--- src/rtl/core/fbst_pkg.sv ---
// Shared types and constants for the frame buffer slot table.
`timescale 1ns / 1ps

package fbst_pkg;

    localparam int SLOTS       = 16;
    localparam int MAX_PAYLOAD = 1518;
    localparam int IDX_W       = $clog2(SLOTS);
    localparam int CNT_W       = (SLOTS > 2) ? $clog2(SLOTS - 1) : 1;

    localparam logic [15:0] ETYPE_ECAT = 16'h88A4;
    localparam logic [10:0] HDR_LEN    = 11'd14;
    localparam logic [10:0] MIN_FRAME  = 11'd60;
    localparam int          MAX_RXLEN  = MAX_PAYLOAD + 14;

    localparam logic [2:0] OP_ALLOC = 3'd0;
    localparam logic [2:0] OP_SET   = 3'd1;
    localparam logic [2:0] OP_TX    = 3'd2;
    localparam logic [2:0] OP_RX    = 3'd3;
    localparam logic [2:0] OP_QUERY = 3'd4;

    localparam logic [2:0] ST_EMPTY = 3'd0;
    localparam logic [2:0] ST_ALLOC = 3'd1;
    localparam logic [2:0] ST_TX    = 3'd2;
    localparam logic [2:0] ST_RCVD  = 3'd3;

    typedef struct packed {
        logic [2:0]  op;
        logic [3:0]  slot;
        logic [2:0]  new_status;
        logic [10:0] tx_length;
        logic [10:0] rx_length;
        logic [15:0] rx_ethertype;
        logic [7:0]  rx_slot_byte;
    } fbst_in_t;

    typedef struct packed {
        logic [3:0]  alloc_slot;
        logic [2:0]  slot_state;
        logic        sent;
        logic [10:0] padded_length;
        logic        frame_taken;
    } fbst_out_t;

    typedef struct packed {
        logic [IDX_W-1:0] rd_addr;
        logic             wr_en;
        logic [IDX_W-1:0] wr_addr;
        logic [2:0]       wr_data;
    } fbst_ram_req_t;

endpackage

--- src/rtl/core/fbst_status_ram.sv ---
// Slot status memory with per-entry valid bits and a registered read port.
`timescale 1ns / 1ps

module fbst_status_ram
    import fbst_pkg::*;
(
    input  logic          aclk,
    input  logic          aresetn,
    input  fbst_ram_req_t req,
    output logic [2:0]    rd_data
);

    logic [2:0]       mem [SLOTS];
    logic [SLOTS-1:0] valid_reg;
    logic [2:0]       rd_mem_reg;
    logic             rd_valid_reg;

    always_ff @(posedge aclk) begin
        if (req.wr_en) begin
            mem[req.wr_addr] <= req.wr_data;
        end
        rd_mem_reg <= mem[req.rd_addr];
    end

    always_ff @(posedge aclk) begin
        if (!aresetn) begin
            valid_reg    <= '0;
            rd_valid_reg <= 1'b0;
        end else begin
            if (req.wr_en) begin
                valid_reg[req.wr_addr] <= 1'b1;
            end
            rd_valid_reg <= valid_reg[req.rd_addr];
        end
    end

    assign rd_data = rd_valid_reg ? rd_mem_reg : ST_EMPTY;

endmodule

--- src/rtl/core/fbst_seq.sv ---
// Operation sequencer: one memory access and one status compare per step.
`timescale 1ns / 1ps

module fbst_seq
    import fbst_pkg::*;
(
    input  logic          aclk,
    input  logic          aresetn,
    input  logic          item_valid,
    output logic          item_ready,
    input  fbst_in_t      item,
    input  logic          port_open,
    output fbst_ram_req_t ram_req,
    input  logic [2:0]    ram_rd_data,
    output logic          res_valid,
    input  logic          res_ready,
    output fbst_out_t     res
);

    localparam logic [1:0] S_IDLE  = 2'd0;
    localparam logic [1:0] S_ISSUE = 2'd1;
    localparam logic [1:0] S_EVAL  = 2'd2;
    localparam logic [1:0] S_DONE  = 2'd3;

    logic [1:0]       state_reg, state_next;
    fbst_in_t         item_reg, item_next;
    fbst_out_t        res_reg, res_next;
    logic [IDX_W-1:0] ptr_reg, ptr_next;
    logic [IDX_W-1:0] last_reg, last_next;
    logic [CNT_W-1:0] cnt_reg, cnt_next;
    logic             phase_reg, phase_next;
    logic [2:0]       waited_reg, waited_next;

    logic             slot_ok;
    logic             frame_ok;
    logic [2:0]       waited_st;
    logic [IDX_W-1:0] slot_idx;
    logic [IDX_W-1:0] rsl_idx;

    function automatic logic [IDX_W-1:0] wrap_inc(input logic [IDX_W-1:0] p);
        logic [IDX_W-1:0] r;
        if (int'(p) >= SLOTS - 1) begin
            r = IDX_W'(1);
        end else begin
            r = p + IDX_W'(1);
        end
        return r;
    endfunction

    assign slot_idx  = IDX_W'(item_reg.slot);
    assign rsl_idx   = IDX_W'(item_reg.rx_slot_byte);
    assign slot_ok   = int'(item_reg.slot) < SLOTS;
    assign waited_st = slot_ok ? ram_rd_data : ST_EMPTY;
    assign frame_ok  = (item_reg.rx_length > HDR_LEN)
                    && (int'(item_reg.rx_length) <= MAX_RXLEN)
                    && (item_reg.rx_ethertype == ETYPE_ECAT)
                    && (item_reg.rx_slot_byte != 8'd0)
                    && (int'(item_reg.rx_slot_byte) < SLOTS);

    always_comb begin
        state_next  = state_reg;
        item_next   = item_reg;
        res_next    = res_reg;
        ptr_next    = ptr_reg;
        last_next   = last_reg;
        cnt_next    = cnt_reg;
        phase_next  = phase_reg;
        waited_next = waited_reg;

        ram_req.rd_addr = slot_idx;
        ram_req.wr_en   = 1'b0;
        ram_req.wr_addr = slot_idx;
        ram_req.wr_data = ST_EMPTY;

        case (state_reg)
            S_IDLE: begin
                if (item_valid) begin
                    item_next  = item;
                    ptr_next   = wrap_inc(last_reg);
                    cnt_next   = '0;
                    phase_next = 1'b0;
                    res_next   = '0;
                    state_next = S_ISSUE;
                end
            end
            S_ISSUE: begin
                if (item_reg.op == OP_ALLOC) begin
                    ram_req.rd_addr = ptr_reg;
                end else if (phase_reg) begin
                    ram_req.rd_addr = rsl_idx;
                end
                state_next = S_EVAL;
            end
            S_EVAL: begin
                state_next = S_DONE;
                case (item_reg.op)
                    OP_ALLOC: begin
                        if (ram_rd_data == ST_EMPTY) begin
                            ram_req.wr_en       = 1'b1;
                            ram_req.wr_addr     = ptr_reg;
                            ram_req.wr_data     = ST_ALLOC;
                            last_next           = ptr_reg;
                            res_next.alloc_slot = 4'(ptr_reg);
                            res_next.slot_state = ST_ALLOC;
                        end else if (cnt_reg != CNT_W'(SLOTS - 2)) begin
                            cnt_next   = cnt_reg + CNT_W'(1);
                            ptr_next   = wrap_inc(ptr_reg);
                            state_next = S_ISSUE;
                        end
                    end
                    OP_SET: begin
                        ram_req.wr_en       = slot_ok;
                        ram_req.wr_data     = item_reg.new_status;
                        res_next.slot_state = slot_ok ? item_reg.new_status : ST_EMPTY;
                    end
                    OP_TX: begin
                        ram_req.wr_en       = slot_ok;
                        ram_req.wr_data     = ST_TX;
                        res_next.slot_state = slot_ok ? ST_TX : ST_EMPTY;
                        if ((item_reg.tx_length != 11'd0) && port_open) begin
                            res_next.sent          = 1'b1;
                            res_next.padded_length = (item_reg.tx_length < MIN_FRAME)
                                                   ? MIN_FRAME : item_reg.tx_length;
                        end
                    end
                    OP_RX: begin
                        if (!phase_reg) begin
                            waited_next         = waited_st;
                            res_next.slot_state = waited_st;
                            if ((waited_st != ST_RCVD) && (item_reg.rx_length != 11'd0)) begin
                                res_next.frame_taken = 1'b1;
                                if (frame_ok) begin
                                    phase_next = 1'b1;
                                    state_next = S_ISSUE;
                                end
                            end
                        end else if ((ram_rd_data == ST_TX) || (ram_rd_data == ST_ALLOC)) begin
                            ram_req.wr_en       = 1'b1;
                            ram_req.wr_addr     = rsl_idx;
                            ram_req.wr_data     = ST_RCVD;
                            res_next.slot_state = (item_reg.rx_slot_byte == 8'(item_reg.slot))
                                                ? ST_RCVD : waited_reg;
                        end
                    end
                    OP_QUERY: begin
                        res_next.slot_state = waited_st;
                    end
                    default: begin
                    end
                endcase
            end
            S_DONE: begin
                if (res_ready) begin
                    state_next = S_IDLE;
                end
            end
            default: begin
                state_next = S_IDLE;
            end
        endcase
    end

    always_ff @(posedge aclk) begin
        if (!aresetn) begin
            state_reg <= S_IDLE;
            last_reg  <= '0;
        end else begin
            state_reg <= state_next;
            last_reg  <= last_next;
        end
    end

    always_ff @(posedge aclk) begin
        item_reg   <= item_next;
        res_reg    <= res_next;
        ptr_reg    <= ptr_next;
        cnt_reg    <= cnt_next;
        phase_reg  <= phase_next;
        waited_reg <= waited_next;
    end

    assign item_ready = (state_reg == S_IDLE);
    assign res_valid  = (state_reg == S_DONE);
    assign res        = res_reg;

endmodule

--- src/rtl/core/frame_buffer_slot_table.sv ---
// Top level of the frame buffer slot table: config register, output register.
//
//  channel  dir  handshake               beat
//  s_       in   s_valid / s_ready       fbst_in_t operation
//  m_       out  m_valid / m_ready       fbst_out_t result
//  cfg_     in   cfg_valid / cfg_ready   port_open bit
//
// Receive makes a second memory pass if the frame passes; allocate reads one slot
// at a time over the status memory read port and visits up to SLOTS-1 slots.
// Reset clears every slot to empty at once through valid bits, no sweep.
// A stalled m_ holds one result; the sequencer waits behind it.
`timescale 1ns / 1ps

module frame_buffer_slot_table
    import fbst_pkg::*;
(
    input  logic      aclk,
    input  logic      aresetn,
    input  logic      s_valid,
    output logic      s_ready,
    input  fbst_in_t  s_data,
    output logic      m_valid,
    input  logic      m_ready,
    output fbst_out_t m_data,
    input  logic      cfg_valid,
    output logic      cfg_ready,
    input  logic      cfg_port_open
);

    fbst_ram_req_t ram_req;
    logic [2:0]    ram_rd_data;
    logic          res_valid;
    logic          res_ready;
    fbst_out_t     res;
    logic          port_open_reg;
    logic          m_valid_reg;
    fbst_out_t     m_data_reg;

    fbst_status_ram u_ram (
        .aclk    (aclk),
        .aresetn (aresetn),
        .req     (ram_req),
        .rd_data (ram_rd_data)
    );

    fbst_seq u_seq (
        .aclk        (aclk),
        .aresetn     (aresetn),
        .item_valid  (s_valid),
        .item_ready  (s_ready),
        .item        (s_data),
        .port_open   (port_open_reg),
        .ram_req     (ram_req),
        .ram_rd_data (ram_rd_data),
        .res_valid   (res_valid),
        .res_ready   (res_ready),
        .res         (res)
    );

    assign res_ready = !m_valid_reg || m_ready;
    assign cfg_ready = 1'b1;

    always_ff @(posedge aclk) begin
        if (!aresetn) begin
            port_open_reg <= 1'b0;
            m_valid_reg   <= 1'b0;
        end else begin
            if (cfg_valid) begin
                port_open_reg <= cfg_port_open;
            end
            if (res_ready) begin
                m_valid_reg <= res_valid;
            end
        end
    end

    always_ff @(posedge aclk) begin
        if (res_ready && res_valid) begin
            m_data_reg <= res;
        end
    end

    assign m_valid = m_valid_reg;
    assign m_data  = m_data_reg;

endmodule
--- config.mk ---
export PLATFORM = sky130hd
export DESIGN_NAME = frame_buffer_slot_table
export DESIGN_NICKNAME = d
export VERILOG_FILES = /design/src/rtl/core/fbst_pkg.sv /design/src/rtl/core/fbst_status_ram.sv /design/src/rtl/core/fbst_seq.sv /design/src/rtl/core/frame_buffer_slot_table.sv
export SDC_FILE = /design/constraint.sdc
export NUM_CORES = 1
export LEC_CHECK = 0
export BUFFER_PORTS_ARGS = -buffer_cell sky130_fd_sc_hd__buf_2
export CAP_MARGIN = 20
export CELL_PAD_IN_SITES_DETAIL_PLACEMENT = 0
export CELL_PAD_IN_SITES_GLOBAL_PLACEMENT = 1
export CORE_UTILIZATION = 37
export CTS_BUF_LIST = sky130_fd_sc_hd__clkbuf_8
export CTS_CLUSTER_SIZE = 14
export DETAILED_ROUTE_END_ITERATION = 7
export PLACE_DENSITY = 0.66
export REMOVE_ABC_BUFFERS = 1
export SKIP_CTS_REPAIR_TIMING = 1
export SYNTH_ARGS = -nofsm -noshare
export SYNTH_HDL_FRONTEND = slang
export SYNTH_HIERARCHICAL = 1
export SYNTH_SLANG_ARGS = --single-unit
--- constraint.sdc ---
create_clock -name aclk -period 8.3 [get_ports aclk]
set_input_delay 0.83 -clock aclk [delete_from_list [all_inputs] [get_ports aclk]]
set_output_delay 0.83 -clock aclk [all_outputs]
set_load 0.02 [all_outputs]
==> summary.txt, run 1 <==
Outcome: finished clean
PD cells: 216 nW/µm²
Worst Hold Depth: 0
H-tree depth: 4
Top_reg_cell synth: edfxtp_1
Setup TNS: 0 ns
DRC viols: 0
Largest buffer count on any clock path: 2
CP max-delay cell: or3b_2
Synth async-reset ratio: 0
P_leak: 3.07 nW
Core Region: 19500 µm²
FF+latch count, synth: 184
Post-synthesis cell type count: 63
Buf/Inv on CP: 0
YS warnings: 6
Crit Path Class: flop to flop
Fin util: 0.436
Antenna violations before repair: 0
Cts bufs inserted: 17
Reg2reg start: u_seq/item_reg[55]
Crit-path cells: nor3b_1, nand2_1, or3_1, o2bb2ai_1, or3b_2, nor3_1
Via count: 4298
Post-synthesis cell count: 485
Avg Vias per Cell: 5.03
Critical path origin: u_seq/item_reg[55]
Port Buffer Count: 83
Area of the multi-input gates: 2000 µm²
Leading area contributor after synthesis: edfxtp_1
Share of the synthesized area in the top cell type: 0.634
First drt pass iteration count: 6
Peak VDD IR: 0.142 mV
Number of synthesized flops with an enable pin: 156
Most frequent cell after synthesis: edfxtp_1
Internal reg-to-reg setup slack: 5.05 ns
Final Cycle Share: 0.392
Avg WL per Cell: 17.2 µm
Root Driver: clkbuf_8
Clk pin slew, worst setup/hold paths: 0.10 ns
Slew headroom: 0.293
CP delay by family, top: simple AND/OR/NAND/NOR gates
Ant. Diodes: 0
Chip width: 143 µm
Class of the worst hold path: flop to flop
Fin nets: 642
Gr ovfl total: 0
CP max FO: 11
Clk_lat worst skew: 0.47 ns
Slew Viols, Final: 0
CTS Sinks: 184
Number of fill cells in the layout: 1778
Worst-Margin Slew: 1.03 ns
RSZ-0062 raised after global routing: no
Pin count of the biggest net entering global routing: 59
FP Rows: 51
Layout cells sized above 1: 0.229
Fmax: 308 MHz
Fin. Hold Viols: 0
DRT antenna net count: 0
Slowest Stage Delay on Critical Path: 0.57 ns
Ports: 85
Die Span Y: 143 µm
Mapped cell area: 7390 µm²
Die area: 20500 µm²
Required @ worst endpoint: 8.41 ns
All-Layer GR Usage: 0.156
Gpl congestion: 0.796
Levels on crit path: 6
Finished layout cell area: 8510 µm²
Dpl hpwl: 10600 µm
Seq/Total Area, Yosys: 0.710
Post-route minimum period: 3.25 ns
Post-synth top cells: edfxtp_1, nor2_1, dfxtp_1
Syn Area/Cell: 15.2 µm²
Fin Clk Skew: 0.0195 ns
Setup-failing EPs final: 0
DP Area: 8080 µm²
First-pass GRT wire length: 23400 µm
Final worst slack: 5.05 ns
WP data arrival: 3.36 ns
Origin of the worst min-delay path: u_seq/res[3]
Pre-CTS setup slack: 5.09 ns
Vias in the first global route: 4323
CTS tree: done
Worst setup SP type: flop
Setup crit end kind: flop
Maximum capacitance violations: 0
Tot Pwr: 1.83 mW
R2R depth: 6
Initial Utilization: 0.379
Sequential Area: 5250 µm²
Max reg flops: 52
1st-iter DRT viols: 258
DRT Wirelength: 14700 µm
Top post-synthesis cells by area: edfxtp_1, dfxtp_1, mux4_1
Synthesis-to-finish area growth: 15.1%
-- final timing paths --
kind                endpoint
min reg2reg        m_data[3]
min                m_data[3]
max reg2reg  u_ram/mem[0][0]
max          u_ram/mem[0][0]
-- metrics by stage --
step / hold WS, ns / std cells
2_1_floorplan: 0.400 / 468
3_3_place_gp: 0.402 / 820
3_5_place_dp: 0.406 / 821
4_1_cts: 0.420 / 853
5_1_grt: 0.435 / 854
6_report: 0.419 / 854
-- layout by cell type (no fill, tap or decap), types with 4 or more instances in the layout --
cell / n
o2bb2ai_1: 5
xor2_1: 7
nor3_1: 7
a22oi_1: 10
nor2_1: 47
dfxtp_1: 28
mux2i_1: 9
o22ai_1: 5
nand3b_1: 4
inv_1: 10
nand4_1: 6
edfxtp_1: 156
a21oi_1: 15
mux4_1: 14
nand2_1: 22
ha_1: 4
nand3_1: 14
nor2b_1: 8
o21a_1: 19
o21ai_0: 6
nand2b_1: 7
buf_4: 4
and2_1: 16
buf_2: 83
inv_6: 4
clkbuf_8: 17
clkinv_4: 4
-- power breakdown --
group	switching (mW)	leakage [nW]	internal (mW)
registers	0.0278	1.73	1.05
clock network	0.356	0.210	0.256
logic	0.0841	1.13	0.0581
total	0.468	3.07	1.37
-- layer usage --
| metal | global-route usage | vias up | part of all wire |
|---|---|---|---|
| met3 | 0.0407 | 17 | 0.055 |
| met4 | 0.0582 | 0 | 0.014 |
| met2 | 0.245 | 131 | 0.47 |
| li1 | - | 2050 | - |
| met5 | 0 | - | 0 |
| met1 | 0.208 | 2100 | 0.46 |
-- cells by family after synthesis --
| kind of cell | count (synthesis) | synth area share |
|---|---|---|
| XOR/XNOR | 10 | 0.0118 |
| other | 1 | 0.000507 |
| AO/OA/AOI/OAI | 80 | 0.0760 |
| flip-flops | 184 | 0.710 |
| buffers and inverters | 29 | 0.0208 |
| AND/OR/NAND/NOR | 154 | 0.113 |
| multiplexers | 23 | 0.0620 |
| adder cells (fa/ha/maj) | 4 | 0.00677 |
-- cell type report --
| type | count | share of cell area |
|---|---|---|
| inverter | 12 | 0.00529 |
| timing repair buffer | 89 | 0.0560 |
| tap | 265 | 0.0390 |
| clock inverter | 15 | 0.0215 |
| clock buffer | 17 | 0.0275 |
| sequential | 184 | 0.616 |
| multi-input combinational | 272 | 0.235 |
No activity file was read; power rests on OpenSTA's default activity.
==> run 2: changes to the inputs <==
Clock period 8.3 ns to 3.3 ns, I/O delays scaled along.
==> summary.txt, run 2 (synthesis results as in run 1) <==
R2R depth: 6
Slew Viols, Final: 0
Chip width: 143 µm
Cts bufs inserted: 17
RSZ-0062 raised after global routing: no
Clk pin slew, worst setup/hold paths: 0.10 ns
PD cells: 528 nW/µm²
Initial Utilization: 0.379
Avg WL per Cell: 17.5 µm
Ports: 85
Met2 Resource Use GR: 0.254
Root Driver: clkbuf_8
Layer with the highest usage: met2
CTS Sinks: 184
Grt met3 use: 0.0427
All-Layer GR Usage: 0.155
DRT antenna net count: 0
CP max FO: 11
WP data arrival: 3.20 ns
Sw power: 1.13 mW
Crit-path cells: nor3b_1, nand2_1, or3_1, o2bb2ai_1, or3b_2, nor3_1
Final worst slack: 0.203 ns
Max reg flops: 52
Class of the worst hold path: input pin to flop
Slowest Stage Delay on Critical Path: 0.55 ns
Worst setup SP type: flop
Fin util: 0.435
Ant. Diodes: 0
CP delay by family, top: simple AND/OR/NAND/NOR gates
Synthesis-to-finish area growth: 14.9%
Reg2reg start: u_seq/item_reg[55]
Clk_lat worst skew: 0.46 ns
Pre-CTS setup slack: 0.206 ns
Internal: 3.35 mW
Via count: 4286
FP Rows: 51
Fmax: 323 MHz
DRT Wirelength: 15000 µm
First drt pass iteration count: 5
Setup crit end kind: flop
Layout cells sized above 1: 0.231
Worst-Margin Slew: 0.916 ns
Antenna violations before repair: 0
Port Buffer Count: 83
Buf/Inv on CP: 0
Avg Vias per Cell: 5.00
DRC viols: 0
Gr ovfl total: 0
Net switching share of the total power: 0.252
Outcome: finished clean
Dpl hpwl: 10800 µm
Most common cell after layout, fill and taps aside: edfxtp_1
Reg2Reg Capture Point: u_ram/mem[0][1]
1st-iter DRT viols: 328
Most frequent cells in the layout: edfxtp_1, buf_2, nor2_1
Setup TNS: 0 ns
Die area: 20500 µm²
WHS Endpoint: u_seq/item_reg[13]
Peak VDD IR: 0.308 mV
CTS tree: done
Gpl congestion: 0.897
Die Span Y: 143 µm
Fin. Hold Viols: 0
GR Layer Usage met1: 0.199
H-tree depth: 4
Final Cycle Share: 0.938
First-pass GRT wire length: 23100 µm
Largest buffer count on any clock path: 2
Crit Path Class: flop to flop
Maximum capacitance violations: 0
Core Region: 19500 µm²
Origin of the worst min-delay path: s_data[13]
Required @ worst endpoint: 3.40 ns
Tot Pwr: 4.48 mW
P_leak: 3.07 nW
WHS: 0.0368 ns
Sequential Power Share: 0.605
Internal reg-to-reg setup slack: 0.20 ns
Slew headroom: 0.384
Vias in the first global route: 4222
Fin nets: 646
Setup-failing EPs final: 0
Pin count of the biggest net entering global routing: 58
Combinational power share: 0.084
Post-route minimum period: 3.10 ns
Worst Hold Depth: 1
Fin Clk Skew: 0.0147 ns
Clock power frac: 0.310
CP max-delay cell: or3b_2
## run 2: worst register-to-register path, delay by kind of cell, from the launching register on
kind	cells	cell delay [ns]
flops	1	0.52
compound gates	1	0.19
simple gates	5	2.03
## run 2: how the worst max path moves through the flow
stage | from | end | slack (ns) | cells past startpoint
floorplan | u_seq/item_reg[53] | u_ram/rd_valid_reg | -0.07 | 7
global placement | u_seq/item_reg[55] | u_ram/mem[0][0] | 0.41 | 6
detailed placement | u_seq/item_reg[55] | u_ram/mem[0][1] | 0.21 | 6
CTS | u_seq/item_reg[55] | u_ram/mem[0][2] | 0.20 | 6
global route | u_seq/item_reg[55] | u_ram/mem[0][1] | 0.03 | 6
finish | u_seq/item_reg[55] | u_ram/mem[0][1] | 0.20 | 6
## run 2: layout make-up
cell class,count,area (µm²)
Clock buffer,17,234
Sequential cell,184,5250
Timing Repair Buffer,93,503
Tap cell,265,332
Inverter,12,45.0
Fill cell,1806,11000
Clock inverter,15,135
Multi-Input combinational cell,272,2000
## run 2: per-stage QoR
stage	cells	area (µm²)
after floorplan	468	7280
after global placement	826	8120
after detailed placement	826	8120
after CTS	858	8490
after global routing	858	8490
final	858	8490
## run 2: power by group through the flow
stage	combinational, mW	clock [mW]	sequential [mW]
after floorplan	0.232	0	2.75
after global placement	0.370	0	2.76
after detailed placement	0.378	0	2.77
after CTS	0.380	1.45	2.71
after global routing	0.412	1.53	2.73
final	0.377	1.39	2.71
## run 2: routing by layer
| layer | part of all wire | up-vias |
|---|---|---|
| met5 | 0 | - |
| li1 | - | 2061 |
| met3 | 0.059 | 10 |
| met1 | 0.44 | 2080 |
| met4 | 0.011 | 0 |
| met2 | 0.49 | 135 |
